### src/rtl/assert_macros.svh
// Assertion macros shared by the quaternion to rotation matrix RTL.
// No dependencies; each file that checks its own logic includes this header.
`ifndef ASSERT_MACROS_SVH
`define ASSERT_MACROS_SVH

// Condition must hold at every clock edge outside reset.
`define QRM_ASSERT_ALWAYS(lbl, clk, rst_n, cond, msg) \
  lbl: assert property (@(posedge clk) disable iff (!rst_n) (cond)) else $error(msg);

// Whenever ante holds, cons must hold at the same edge.
`define QRM_ASSERT_IMPL(lbl, clk, rst_n, ante, cons, msg) \
  lbl: assert property (@(posedge clk) disable iff (!rst_n) (ante) |-> (cons)) else $error(msg);

`endif

### src/rtl/qrm_pkg.sv
// Shared widths, types and index codes for the quaternion to rotation matrix pipeline.
// No dependencies; imported by every module of the block.
package qrm_pkg;

  localparam int FRAC_BITS = 14;             // fraction bits of Q-format fields
  localparam int NELEM     = 9;              // matrix elements per item
  localparam int NPROD     = 10;             // distinct component products
  localparam int CW        = 16;             // component / element width
  localparam int PRW       = 2 * CW;         // product width
  localparam int PW        = PRW + 2;        // signed numerator width
  localparam int DW        = PRW + 2;        // divider remainder / denominator width
  localparam int QW        = FRAC_BITS + 1;  // quotient bits, one per divider stage
  localparam int RW        = QW + 1;         // rounded quotient width
  localparam int EW        = ((RW > CW) ? RW : CW) + 1;
  localparam int IN_W      = 4 * CW;
  localparam int OUT_W     = NELEM * CW;

  // product indexes
  localparam int P_XX = 0;
  localparam int P_YY = 1;
  localparam int P_ZZ = 2;
  localparam int P_WW = 3;
  localparam int P_XY = 4;
  localparam int P_XZ = 5;
  localparam int P_YZ = 6;
  localparam int P_WX = 7;
  localparam int P_WY = 8;
  localparam int P_WZ = 9;

  // element indexes, row by row
  localparam int E_R0C0 = 0;
  localparam int E_R0C1 = 1;
  localparam int E_R0C2 = 2;
  localparam int E_R1C0 = 3;
  localparam int E_R1C1 = 4;
  localparam int E_R1C2 = 5;
  localparam int E_R2C0 = 6;
  localparam int E_R2C1 = 7;
  localparam int E_R2C2 = 8;

  typedef logic signed [CW-1:0]  comp_t;
  typedef logic signed [PRW-1:0] prod_t;
  typedef logic signed [PW-1:0]  term_t;
  typedef logic [DW-1:0]         dword_t;
  typedef logic [QW-1:0]         quo_t;
  typedef logic [RW-1:0]         qrnd_t;

  localparam qrnd_t ONE_Q = qrnd_t'(1) << FRAC_BITS;

  // control travelling alongside the data of one item
  typedef struct packed {
    logic             valid;
    logic             zero;
    logic [NELEM-1:0] neg;
  } side_t;

  typedef struct packed {
    dword_t rem;
    quo_t   quo;
  } lane_t;

endpackage

### src/rtl/qrm_round.sv
// Final two stages: round half away from zero, then clamp, restore sign,
// force zero for a zero quaternion. Depends on qrm_pkg and assert_macros.svh.
`include "assert_macros.svh"
module qrm_round (
  input  logic            clk,
  input  logic            rst_n,
  input  logic            adv,
  input  qrm_pkg::side_t  side_i,
  input  qrm_pkg::dword_t den_i,
  input  qrm_pkg::lane_t  lane_i [qrm_pkg::NELEM],
  output qrm_pkg::side_t  side_o,
  output qrm_pkg::comp_t  elem_o [qrm_pkg::NELEM]
);
  import qrm_pkg::*;

  qrnd_t qr_nxt [NELEM];
  qrnd_t qr_r   [NELEM];
  side_t side1_r, side2_r;
  comp_t elem_nxt [NELEM];
  comp_t elem_r   [NELEM];
  logic [NELEM-1:0] qr_ok;

  // lane rem is already twice the remainder, so this is the half-way test
  always_comb begin
    for (int e = 0; e < NELEM; e++) begin
      qr_nxt[e] = RW'(lane_i[e].quo) + RW'(lane_i[e].rem >= den_i);
    end
  end

  always_comb begin
    qrnd_t          qc;
    logic [EW-1:0]  ext;
    qc  = '0;
    ext = '0;
    for (int e = 0; e < NELEM; e++) begin
      qc  = (qr_r[e] > ONE_Q) ? ONE_Q : qr_r[e];
      ext = EW'(qc);
      if (side1_r.neg[e]) begin
        ext = -ext;
      end
      elem_nxt[e] = side1_r.zero ? '0 : $signed(ext[CW-1:0]);
    end
  end

  always_ff @(posedge clk) begin
    if (!rst_n) begin
      side1_r <= '0;
      side2_r <= '0;
    end else if (adv) begin
      side1_r <= side_i;
      side2_r <= side1_r;
    end
  end

  always_ff @(posedge clk) begin
    if (adv) begin
      qr_r   <= qr_nxt;
      elem_r <= elem_nxt;
    end
  end

  assign side_o = side2_r;
  assign elem_o = elem_r;

  always_comb begin
    for (int e = 0; e < NELEM; e++) begin
      qr_ok[e] = (qr_r[e] <= ONE_Q);
    end
  end

  // a unit-scaled element can never exceed 1.0 before the guard clamp
  `QRM_ASSERT_IMPL(a_round_in_range, clk, rst_n, side1_r.valid && !side1_r.zero, &qr_ok, "rounded element above one")

endmodule

### config.mk
export PLATFORM = sky130hd
export DESIGN_NAME = qrm_round
export DESIGN_NICKNAME = d
export VERILOG_FILES = /design/src/rtl/qrm_pkg.sv /design/src/rtl/qrm_round.sv
export VERILOG_INCLUDE_DIRS = /design/src /design/src/rtl
export SDC_FILE = /design/constraint.sdc
export NUM_CORES = 1
export LEC_CHECK = 0
export BUFFER_PORTS_ARGS = -buffer_cell sky130_fd_sc_hd__buf_4
export CAP_MARGIN = 25
export CORE_AREA = 2 2 249 251
export CTS_BUF_LIST = sky130_fd_sc_hd__clkbuf_16
export DETAILED_ROUTE_END_ITERATION = 10
export DIE_AREA = 0 0 251 253
export SLEW_MARGIN = 20
export SYNTH_ARGS = -nofsm -noshare
export SYNTH_HDL_FRONTEND = slang
export SYNTH_SLANG_ARGS = --single-unit
### constraint.sdc
create_clock -name clk -period 5 [get_ports clk]
set_input_delay 0.25 -clock clk [delete_from_list [all_inputs] [get_ports clk]]
set_output_delay 0.25 -clock clk [all_outputs]
set_load 0.02 [all_outputs]
### Word level (Yosys, flattened, before mapping)

Index checks and enable logic that the tools add are counted.

* add/sub/neg operators: 18
* order comparisons: 18
* muxes and demuxes: 18

Operators with widths (count)
* $ge 34x34->1: 9
* $mux 16: 18
* $add 15x1->16: 9
* $gt 16x15->1 const B: 9
* $neg 16->16: 9

* register bits after elaboration: 310
* input bits: 489
* output and inout port bits: 155
* logic and storage cells: 78

### Depth between registers and ports, before layout

* depth after elaboration: 4
* depth in mapped cells: 16
* depth with buffers taken out: 15

### Worst setup path after synthesis

No wires, ideal clock.

* path type: input -> register
* from: input den_i[15]
* to: register qr_r[46] (netlist bit) (data pin)
* library setup time: 258 ps
* arrival: 2995 ps
* data required time: 4742 ps
* setup slack: 1748 ps
* stages on the path: 12
* path buffers: 0
* path through: inv_1 > ha_1 > nand4_1 > or4_1 > o32ai_1 > a2111oi_0 > o21ai_0 > ha_1 > nand4_1 > nor4b_1 > nand4_1 > xnor2_1

RTL lines
* from (decl): RTL line qrm_round.sv:9 `input qrm_pkg::dword_t den_i,`
* to (signal assigned): RTL line qrm_round.sv:57 `qr_r <= qr_nxt;`
* to (decl): RTL line qrm_round.sv:17 `qrnd_t qr_r [NELEM];`

==> reports/summary.txt <==
Async S/R FF share, synth: 0%
crit path max fanout: 9
fin cells: 3794
CTS tree: built
total wire length: 84500 µm
Synth Warn #: 0
Fillers: 5686
CP Launch Type: input pin
HP Class: input pin to flop
clock root cell: clkbuf_16
post-synth top area share: 37.5%
Main synth FF type: edfxtp_1
DR vias/cell: 5.48
GRT Total Usage: 25.6%
crit share post-route: 76.5%
Post-Route Skew: 0.0287 ns
RePlAce Congestion: 0.996
CP Capture Type: flop
max frequency: 0.261 GHz
pre-CTS setup slack: 0.732 ns
Tightest Pin Transition: 0.983 ns
Die Wd: 251 µm
initial drt markers: 1050
worst vdd ir: 0.192 mV
area grow syn2layout: 31.0%
Core ar.: 0.0610 mm²
Tmin final: 3.83 ns
die area: 0.0635 mm²
final setup vio count: 0
Most Used Layer, Global Route: met2
share of cells above drive strength 1: 25.2%
vias in the first global route: 20400
met3 usage in global routing: 5.23%
# rows: 91
first-pass GRT wire length: 123000 µm
Final WS setup: 1.17 ns
Max-Cap Viols: 0
clock slew at reported path FFs: 0.06 ns
final hold viol count: 0
Worst R2R Path Depth: 10
I/O pin total: 644
r2r endpoint: elem_o[46]$_SDFFCE_PP0P_
core occupancy in the finished layout: 49.5%
dpl hpwl: 71100 µm
Yosys reg bits: 310
pwr/cell area: 257 mW/mm²
Area after DPL: 0.0289 mm²
Arr. time, crit path: 4.10 ns
Reg-to-Reg Start: qr_r[34]$_DFFE_PP_
Sink Count: 310
Pleak: 13.2 nW
flop2flop setup slack: 1.51 ns
WL/cell: 22.3 µm
Final nets: 3794
hold slack final: 0.0302 ns
setup_tns: 0 ns
M1 GR Usage: 30.0%
Seq/Total Area, Yosys: 39.4%
Power Total: 7.77 mW
ranking of synthesized cells by area: edfxtp_1 (38%), ha_1 (18%), xnor2_1 (4.3%), nand2_1 (3.6%), a21oi_1 (3.4%)
first drt pass iteration count: 8
largest net degree at the start of global routing: 85
grt total ovfl: 0
DRC: 0
initial antenna violation count: 16
Post-synth EDFFs: 288
syn nets: 3134
Worst-Skew Late Latency: 0.52 ns
syn avg cell area: 9.97 µm²
Max-Slew Margin vs Limit: 34.5%
Port Buffer Count: 643
Synth Instances: 2312
CP startpoint: den_i[21]
Num CTS Buffers: 34
via count: 20800
Final ANT Viol Nets: 0
critical path required time: 5.27 ns
Chip Height: 253 µm
final instance area: 0.0302 mm²
CP endpoint: qr_r[46]$_DFFE_PP_
CP Class: input pin to flop
clock buffer depth: 3
met2 Use GR: 46.6%
post-synth cell types: 74
Syn Std Cell Area: 0.0230 mm²
outcome: completed
fin. max-slew vios: 0
H-Tree Depth: 2
unrepaired setup endpoints after global routing: false
Synth area leader: edfxtp_1
Cells after DPL: 3714
initial cell density of the core: 37.8%
[power breakdown]
group / switching [mW] / internal, mW
clock: 1.03 / 1.64
sequential: 0.191 / 3.08
combinational: 0.989 / 0.835
[cells in the final DEF, fill, tap and decap left out, drive strengths merged, types with 9 or more instances in the layout]
cell         Yosys  final
buf              7    672
ha             333    333
edfxtp         288    288
nand2          222    222
a21oi          156    156
nor2           155    155
xnor2          113    113
o21ai          113    113
nand3           87     87
nand4           74     74
a21o            72     72
xor2            71     71
inv             66     69
nor3            61     61
nor2b           38     38
and3            36     36
clkbuf          53     36
nor4            36     36
a211oi          25     25
o31ai           25     25
nand2b          25     25
mux2i           25     25
dfxtp           22     22
a31oi           19     19
o41ai           17     17
or3             15     15
or4             14     14
clkinv           0     13
or2             12     12
nor3b           12     12
dlygate4sd3      0     11
o211ai           9      9
and4             9      9
[sequential cells by signal, summed over array words and instances (netlist names)]
register and cells:
elem_o 144, side_o 11, qr_r 144, side1_r 11
[per-layer routing]
layer | vias to the layer above | share of wire [%]
met2 | 740 | 50
li1 | 10100 | -
met1 | 9822 | 40
met3 | 121 | 6.7
met4 | 16 | 3.2
met5 | - | 0.13
[timing repair]
item                                   in CTS  in global routing
endpoints found under the hold margin      11                  0
resized for setup                           0                  0
buffers inserted                            0                  0
hold buffers                               11                  0
[final cells by class]
class	instances	area, µm²	area share, %
timing repair buffer	684	5180	17.2
clock buffer	35	876	2.90
inverter	66	248	0.821
antenna	7	17.5	0.0580
multi-input combinational	1876	13500	44.6
sequential	310	9090	30.1
clock inverter	26	307	1.02
tap	790	988	3.27
[Yosys cell counts (all sizes together), types with 7 or more instances]
library cell,count
ha,333
edfxtp,288
nand2,222
a21oi,156
nor2,155
o21ai,113
xnor2,113
nand3,87
nand4,74
a21o,72
xor2,71
inv,66
nor3,61
clkbuf,53
nor2b,38
and3,36
nor4,36
a211oi,25
mux2i,25
nand2b,25
o31ai,25
dfxtp,22
a31oi,19
o41ai,17
or3,15
or4,14
nor3b,12
or2,12
and4,9
o211ai,9
and3b,8
o21a,8
a2111oi,7
buf,7
[critical path, cell delays in order]
cell       delay [ns]
buf_4            0.10
inv_1            0.37
ha_1             0.24
nand2_1          0.07
nor2_1           0.10
a211oi_1         0.06
o21ai_0          0.70
a2111oi_0        0.19
buf_4            0.22
o21ai_0          0.20
buf_4            0.18
ha_1             0.18
nand4_1          0.17
nor4b_1          0.70
nand4_1          0.21
xnor2_1          0.16
[cell families (layout without fill, tap and decap cells)]
family,after synthesis,count (layout),synth area share (%)
AND/OR/NAND/NOR,826,826,18.1
adder cells (fa/ha/maj),333,333,18.1
XOR/XNOR,184,184,6.99
multiplexers,25,25,1.09
flip-flops,310,310,39.4
buffers and inverters,126,811,2.10
AO/OA/AOI/OAI,508,508,14.2
other,0,7,0
[how the worst min path moves through the flow]
stage / startpoint / endpoint / slack [ns] / depth (start not counted)
6_report: lane_i[210] / qr_r[78]$_DFFE_PP_ / 0.03 / 2
5_1_grt: lane_i[161] / qr_r[62]$_DFFE_PP_ / 0.02 / 2
4_1_cts: lane_i[210] / qr_r[78]$_DFFE_PP_ / 0.002 / 2
3_5_place_dp: side1_r[10]$_SDFFE_PN0P_ / side1_r[10]$_SDFFE_PN0P_ / 0.51 / 2
3_3_place_gp: side1_r[10]$_SDFFE_PN0P_ / side_o[10]$_SDFFE_PN0P_ / 0.50 / 2
2_1_floorplan: adv / elem_o[0]$_SDFFCE_PP0P_ / 0.36 / 0
Power figures use the tool's default switching activity.
