==> src/rtl/assert_macros.svh <==
// Assertion macros shared by the quaternion to rotation matrix RTL.
// No dependencies; each file that checks its own logic includes this header.
`ifndef ASSERT_MACROS_SVH
`define ASSERT_MACROS_SVH

// Condition must hold at every clock edge outside reset.
`define QRM_ASSERT_ALWAYS(lbl, clk, rst_n, cond, msg) \
  lbl: assert property (@(posedge clk) disable iff (!rst_n) (cond)) else $error(msg);

// Whenever ante holds, cons must hold at the same edge.
`define QRM_ASSERT_IMPL(lbl, clk, rst_n, ante, cons, msg) \
  lbl: assert property (@(posedge clk) disable iff (!rst_n) (ante) |-> (cons)) else $error(msg);

`endif

==> src/rtl/qrm_pkg.sv <==
// Shared widths, types and index codes for the quaternion to rotation matrix pipeline.
// No dependencies; imported by every module of the block.
package qrm_pkg;

  localparam int FRAC_BITS = 14;             // fraction bits of Q-format fields
  localparam int NELEM     = 9;              // matrix elements per item
  localparam int NPROD     = 10;             // distinct component products
  localparam int CW        = 16;             // component / element width
  localparam int PRW       = 2 * CW;         // product width
  localparam int PW        = PRW + 2;        // signed numerator width
  localparam int DW        = PRW + 2;        // divider remainder / denominator width
  localparam int QW        = FRAC_BITS + 1;  // quotient bits, one per divider stage
  localparam int RW        = QW + 1;         // rounded quotient width
  localparam int EW        = ((RW > CW) ? RW : CW) + 1;
  localparam int IN_W      = 4 * CW;
  localparam int OUT_W     = NELEM * CW;

  // product indexes
  localparam int P_XX = 0;
  localparam int P_YY = 1;
  localparam int P_ZZ = 2;
  localparam int P_WW = 3;
  localparam int P_XY = 4;
  localparam int P_XZ = 5;
  localparam int P_YZ = 6;
  localparam int P_WX = 7;
  localparam int P_WY = 8;
  localparam int P_WZ = 9;

  // element indexes, row by row
  localparam int E_R0C0 = 0;
  localparam int E_R0C1 = 1;
  localparam int E_R0C2 = 2;
  localparam int E_R1C0 = 3;
  localparam int E_R1C1 = 4;
  localparam int E_R1C2 = 5;
  localparam int E_R2C0 = 6;
  localparam int E_R2C1 = 7;
  localparam int E_R2C2 = 8;

  typedef logic signed [CW-1:0]  comp_t;
  typedef logic signed [PRW-1:0] prod_t;
  typedef logic signed [PW-1:0]  term_t;
  typedef logic [DW-1:0]         dword_t;
  typedef logic [QW-1:0]         quo_t;
  typedef logic [RW-1:0]         qrnd_t;

  localparam qrnd_t ONE_Q = qrnd_t'(1) << FRAC_BITS;

  // control travelling alongside the data of one item
  typedef struct packed {
    logic             valid;
    logic             zero;
    logic [NELEM-1:0] neg;
  } side_t;

  typedef struct packed {
    dword_t rem;
    quo_t   quo;
  } lane_t;

endpackage

==> src/rtl/qrm_terms.sv <==
// Stages 2 and 3: squared length and the nine element numerators, then
// their magnitudes, signs and the zero-length flag. Depends on qrm_pkg.
module qrm_terms (
  input  logic            clk,
  input  logic            rst_n,
  input  logic            adv,
  input  logic            valid_i,
  input  qrm_pkg::prod_t  prod_i [qrm_pkg::NPROD],
  output qrm_pkg::side_t  side_o,
  output qrm_pkg::dword_t den_o,
  output qrm_pkg::dword_t mag_o [qrm_pkg::NELEM]
);
  import qrm_pkg::*;

  term_t  xx, yy, zz, ww, xy, xz, yz, wx, wy, wz;
  term_t  p_nxt [NELEM];
  term_t  p_r   [NELEM];
  dword_t den_b_nxt, den_b_r;
  logic   valid_b_r;

  side_t  side_c_nxt, side_c_r;
  dword_t mag_nxt [NELEM];
  dword_t mag_r   [NELEM];
  dword_t den_c_r;

  always_comb begin
    xx = PW'(prod_i[P_XX]);
    yy = PW'(prod_i[P_YY]);
    zz = PW'(prod_i[P_ZZ]);
    ww = PW'(prod_i[P_WW]);
    xy = PW'(prod_i[P_XY]);
    xz = PW'(prod_i[P_XZ]);
    yz = PW'(prod_i[P_YZ]);
    wx = PW'(prod_i[P_WX]);
    wy = PW'(prod_i[P_WY]);
    wz = PW'(prod_i[P_WZ]);

    den_b_nxt = $unsigned(xx + yy + zz + ww);

    p_nxt[E_R0C0] = xx + ww - yy - zz;
    p_nxt[E_R0C1] = (xy + wz) <<< 1;
    p_nxt[E_R0C2] = (xz - wy) <<< 1;
    p_nxt[E_R1C0] = (xy - wz) <<< 1;
    p_nxt[E_R1C1] = ww + yy - xx - zz;
    p_nxt[E_R1C2] = (yz + wx) <<< 1;
    p_nxt[E_R2C0] = (xz + wy) <<< 1;
    p_nxt[E_R2C1] = (yz - wx) <<< 1;
    p_nxt[E_R2C2] = ww + zz - xx - yy;
  end

  always_comb begin
    side_c_nxt.valid = valid_b_r;
    side_c_nxt.zero  = (den_b_r == '0);
    for (int e = 0; e < NELEM; e++) begin
      side_c_nxt.neg[e] = p_r[e][PW-1];
      mag_nxt[e] = p_r[e][PW-1] ? $unsigned(-p_r[e]) : $unsigned(p_r[e]);
    end
  end

  always_ff @(posedge clk) begin
    if (!rst_n) begin
      valid_b_r <= 1'b0;
      side_c_r  <= '0;
    end else if (adv) begin
      valid_b_r <= valid_i;
      side_c_r  <= side_c_nxt;
    end
  end

  always_ff @(posedge clk) begin
    if (adv) begin
      p_r     <= p_nxt;
      den_b_r <= den_b_nxt;
      mag_r   <= mag_nxt;
      den_c_r <= den_b_r;
    end
  end

  assign side_o = side_c_r;
  assign den_o  = den_c_r;
  assign mag_o  = mag_r;

endmodule

==> config.mk <==
export PLATFORM = sky130hd
export DESIGN_NAME = qrm_terms
export DESIGN_NICKNAME = d
export VERILOG_FILES = /design/src/rtl/assert_macros.svh /design/src/rtl/qrm_pkg.sv /design/src/rtl/qrm_terms.sv
export SDC_FILE = /design/constraint.sdc
export NUM_CORES = 2
export LEC_CHECK = 0
export BUFFER_PORTS_ARGS = -buffer_cell sky130_fd_sc_hd__buf_2
export CELL_PAD_IN_SITES_DETAIL_PLACEMENT = 1
export CELL_PAD_IN_SITES_GLOBAL_PLACEMENT = 2
export CORE_MARGIN = 2
export CORE_UTILIZATION = 38
export CTS_CLUSTER_DIAMETER = 30
export DETAILED_ROUTE_END_ITERATION = 12
export PLACE_DENSITY_LB_ADDON = 0.05
export SKIP_LAST_GASP = 1
export SLEW_MARGIN = 15
export SYNTH_ARGS = -nofsm -noshare
export SYNTH_HDL_FRONTEND = slang
export SYNTH_SLANG_ARGS = --single-unit
==> constraint.sdc <==
create_clock -name clk -period 4.4 [get_ports clk]
set_input_delay 0.22 -clock clk [delete_from_list [all_inputs] [get_ports clk]]
set_output_delay 0.22 -clock clk [all_outputs]
set_load 0.1 [all_outputs]
# Word level (Yosys, flattened, before mapping)
# Cells that the tools add are included.
# W data, S select, Z words.
# op_classes
add_sub_neg	27
n_reduce_logical	1
muxes	9
# ops
cell	count
$neg A34 Y34	9
$mux W33	9
$add A32 B32 Y33	7
$sub A33 B32 Y34	3
$sub A34 B32 Y34	3
$sub A32 B32 Y33	3
$add A33 B32 Y34	1
$add A34 B32 Y34	1
$logic_not A34 Y1	1
# totals
regBits	686

# Logic depth before layout (Yosys ltp)
# depth
depth_word	3
mapped_depth	16

# Worst setup path after synthesis
# No wires, ideal clock.
# synth_path
kind	input to register
from	input port prod_i[256] (netlist name)
to	register p_r[30] (netlist name), data pin
stages	16
t_arrival_ns	3.688
required_ns	4.135
path_slack_ns	0.447
path_buffers	0
setup_ns	0.265
path_cell_list	inv_1 fa_1 inv_1 fa_1 inv_1 ha_1 fa_1 a211oi_1 o21ai_0 and3_1 a21oi_1 o21ai_0 a221oi_1 nand4b_1 o21ai_0 xor2_1
# synth_rtl
element	line	source
from (decl)	qrm_terms.sv:8	input qrm_pkg::prod_t prod_i [qrm_pkg::NPROD],
to (signal assigned)	qrm_terms.sv:72	p_r <= p_nxt;
to (decl)	qrm_terms.sv:17	term_t p_r [NELEM];

==> impl_metrics.json <==
{
  "fmax_mhz": 236,
  "grt_pass1_wl_mm": 242,
  "globalplace.congestion": 0.880,
  "fin_tns_setup_ps": 0,
  "p_switching_mw": 18.2,
  "finalClockSkew_ps": 73.3,
  "synth_cells": 4658,
  "drtPass1Iterations": 5,
  "drive_gt1_share_pct": 19.5,
  "grt_antenna_before_repair": 47,
  "start_util_pct": 38.2,
  "cp.arrival_ps": 4700,
  "viasPerCell": 5.14,
  "drt_iter0_markers": 2194,
  "path_cells": "dlygate4sd3_1, buf_2, inv_1, fa_1, inv_1, fa_1, inv_1, ha_1, fa_1, a21o_1, a21oi_1, o21ai_1, a21oi_1, buf_4, a21oi_1, a2111oi_0, or3_1, o41ai_1, xor2_1",
  "die-height_um": 365,
  "rsz0062_at_grt": "false",
  "clock-sinks": 674,
  "relSlewSlack_pct": 21.4,
  "layout_min_cycle_time_ps": 4230,
  "path_clk_slew_ps": 40,
  "synth_top_family_by_area": "adder cells",
  "area_growth_pct": 25.4,
  "post_cts_buffers": 0,
  "die_area_mm2": 0.133,
  "ant_nets": 0,
  "place_ws_ps": -221,
  "dp_hpwl_mm": 130,
  "ios": 675,
  "yosysMostFrequentCell": "edfxtp_1",
  "status": "complete, no violations",
  "synth_top_area_share_pct": 40.2,
  "max_stage_delay_ps": 530,
  "synthSimpleGateAreaFrac_pct": 9.62,
  "period_share_pct": 96.2,
  "io_buffer_count": 668,
  "yosysUniqueCellTypes": 78,
  "crit_path_start_kind": "primary input",
  "grt_pass1_vias": 40800,
  "fin_ws_ps": 168,
  "place_inst": 7063,
  "p_leak_nw": 26.1,
  "fin_nets": 6462,
  "endpoint_kind": "flip-flop",
  "clockBufferDepth": 3,
  "cts_tree": "done",
  "dpl-instance-area_mm2": 0.0554,
  "cap_violations": 0,
  "fp.dieW_um": 365,
  "internal_power_mw": 23.7,
  "rows": 132,
  "instances_no_fill": 7445,
  "synthAdderAreaFrac_pct": 19.3,
  "stdcell_area_mm2": 0.0619,
  "synth.area.top_cells": "edfxtp_1 40%, fa_1 11%, xnor2_1 8.8%, ha_1 8.5%, inv_1 4.6%",
  "hold_class": "in -> reg",
  "crit_required_ps": 4860,
  "finish.utilization_pct": 47.9,
  "synth_edf_count": 662,
  "synth_ff_type": "edfxtp_1",
  "synth-compound-area-share_pct": 14.4,
  "swShare_pct": 43.5,
  "rrSetupSlack_ps": 470,
  "ctsHtreeMaxLevel": 4,
  "syn_area_per_cell_um2": 10.6,
  "worst-slew-pin-transition_ps": 1180,
  "routed_wl_mm": 160,
  "finalHoldViolCount": 0,
  "numCtsBuffers": 171,
  "path_delay_family": "compound AO/OA/AOI/OAI gates",
  "synth_seq_cells": 674,
  "hold_slack_ps": 36.5,
  "synth_mux_area_share_pct": 0.243,
  "synthesis.area_mm2": 0.0494,
  "overflow": 0,
  "pwr-share-clk_pct": 31.0,
  "setup_viol_count_final": 0,
  "ys_warn_count": 0,
  "cp_slowest_cell": "dlygate4sd3_1",
  "crit_fanout": 3,
  "synth_common_cells": "662 x edfxtp_1, 611 x inv_1, 496 x xnor2_1",
  "critical_path_class": "in -> reg",
  "timing.final.max_slew_violations": 0,
  "coreArea_mm2": 0.129,
  "clk_latency_ps": 800,
  "grt_max_degree": 170,
  "p_comb_share_pct": 42.1,
  "total_power_mw": 41.9,
  "yosysSeqAreaShare_pct": 40.7,
  "track_usage_pct": 24.0,
  "synth_area_leader_cell": "edfxtp_1",
  "cts-root-buf": "clkbuf_16",
  "power_density_mw_per_mm2": 676,
  "drc_errors": 0,
  "synth_xor_area_share_pct": 9.89,
  "worst-path-buf-inv": 6,
  "pwr-share-seq_pct": 26.8,
  "wl_per_cell_um": 21.6,
  "async_flop_share_pct": 0,
  "max-vdd-ir-drop_mv": 1.18,
  "vias": 38300
}
## routing by layer
layer | wire length (um) | track usage (%)
met2 | 80500 | 42.1
met5 | 31 | 0
met3 | 9720 | 5.04
met1 | 64500 | 28.8
met4 | 5740 | 9.07
## cell usage in the layout, fill, tap and decap left out, types with 70 or more instances in the layout
master / n
inv_1: 611
o21ai_0: 251
nor2_1: 254
a21oi_1: 306
xnor2_1: 496
buf_2: 667
o31ai_1: 91
buf_4: 122
nor3_1: 70
edfxtp_1: 662
fa_1: 266
clkbuf_16: 171
nand2_1: 210
a21o_1: 105
ha_1: 336
## repair_timing
action / 4_1_cts / 5_1_grt
hold endpoints to repair: 106 / 0
endpoints found under the setup margin: 0 / 5
resized for setup: 0 / 4
hold buffers: 41 / 0
## tightest hold or removal path, cell delays in order
cell     delay [ps]
buf_2            90
ha_1            160
a21oi_1          60
xor2_1          130
## logic make-up (layout without fill, tap and decap cells)
kind of cell               after synthesis  in the layout
other                                    1             27
AOI/OAI and AO/OA                     1110           1110
muxes                                   12             12
adders and majority gates              602            602
xor gates and xnor gates               558            558
buffers and inverters                  756           1775
DFF                                    674            674
and+or+nand+nor                        945            945
## flip-flops by register name, summed over array words and instances (netlist names)
register   cells
mag_o        297
den_b_r       34
p_r          297
valid_b_r      1
den_o         34
side_o        11
## final timing paths
| check | endpoint | cells after the start | from |
|---|---|---|---|
| setup / recovery | p_r[168] | 19 | prod_i[288] |
| hold / removal | p_r[73] | 4 | prod_i[35] |
| setup reg to reg | mag_o[167] | 9 | p_r[139] |
| hold reg to reg | den_o[26] | 0 | den_b_r[26] |
## power by group through the flow
stage / Clock (mW) / Combinational, mW / Sequential [mW]
2_1_floorplan: 0 / 6.99 / 17.1
3_3_place_gp: 0 / 17.5 / 11.3
3_5_place_dp: 0 / 17.6 / 11.3
4_1_cts: 13.2 / 17.7 / 11.3
5_1_grt: 13.6 / 18.9 / 11.5
6_report: 13.0 / 17.6 / 11.2
## layout make-up
class                   count  area (um^2)
flip-flops and latches    674        20100
diodes                     21         52.6
repair buffers            836         4770
clock inverters           123         1640
clock buffers             196         4410
well taps                1742         2180
fillers                 14300        67400
multi-input cells        3233        26400
inverters                 620         2330
Note: power is estimated with default switching activity, not from simulation.
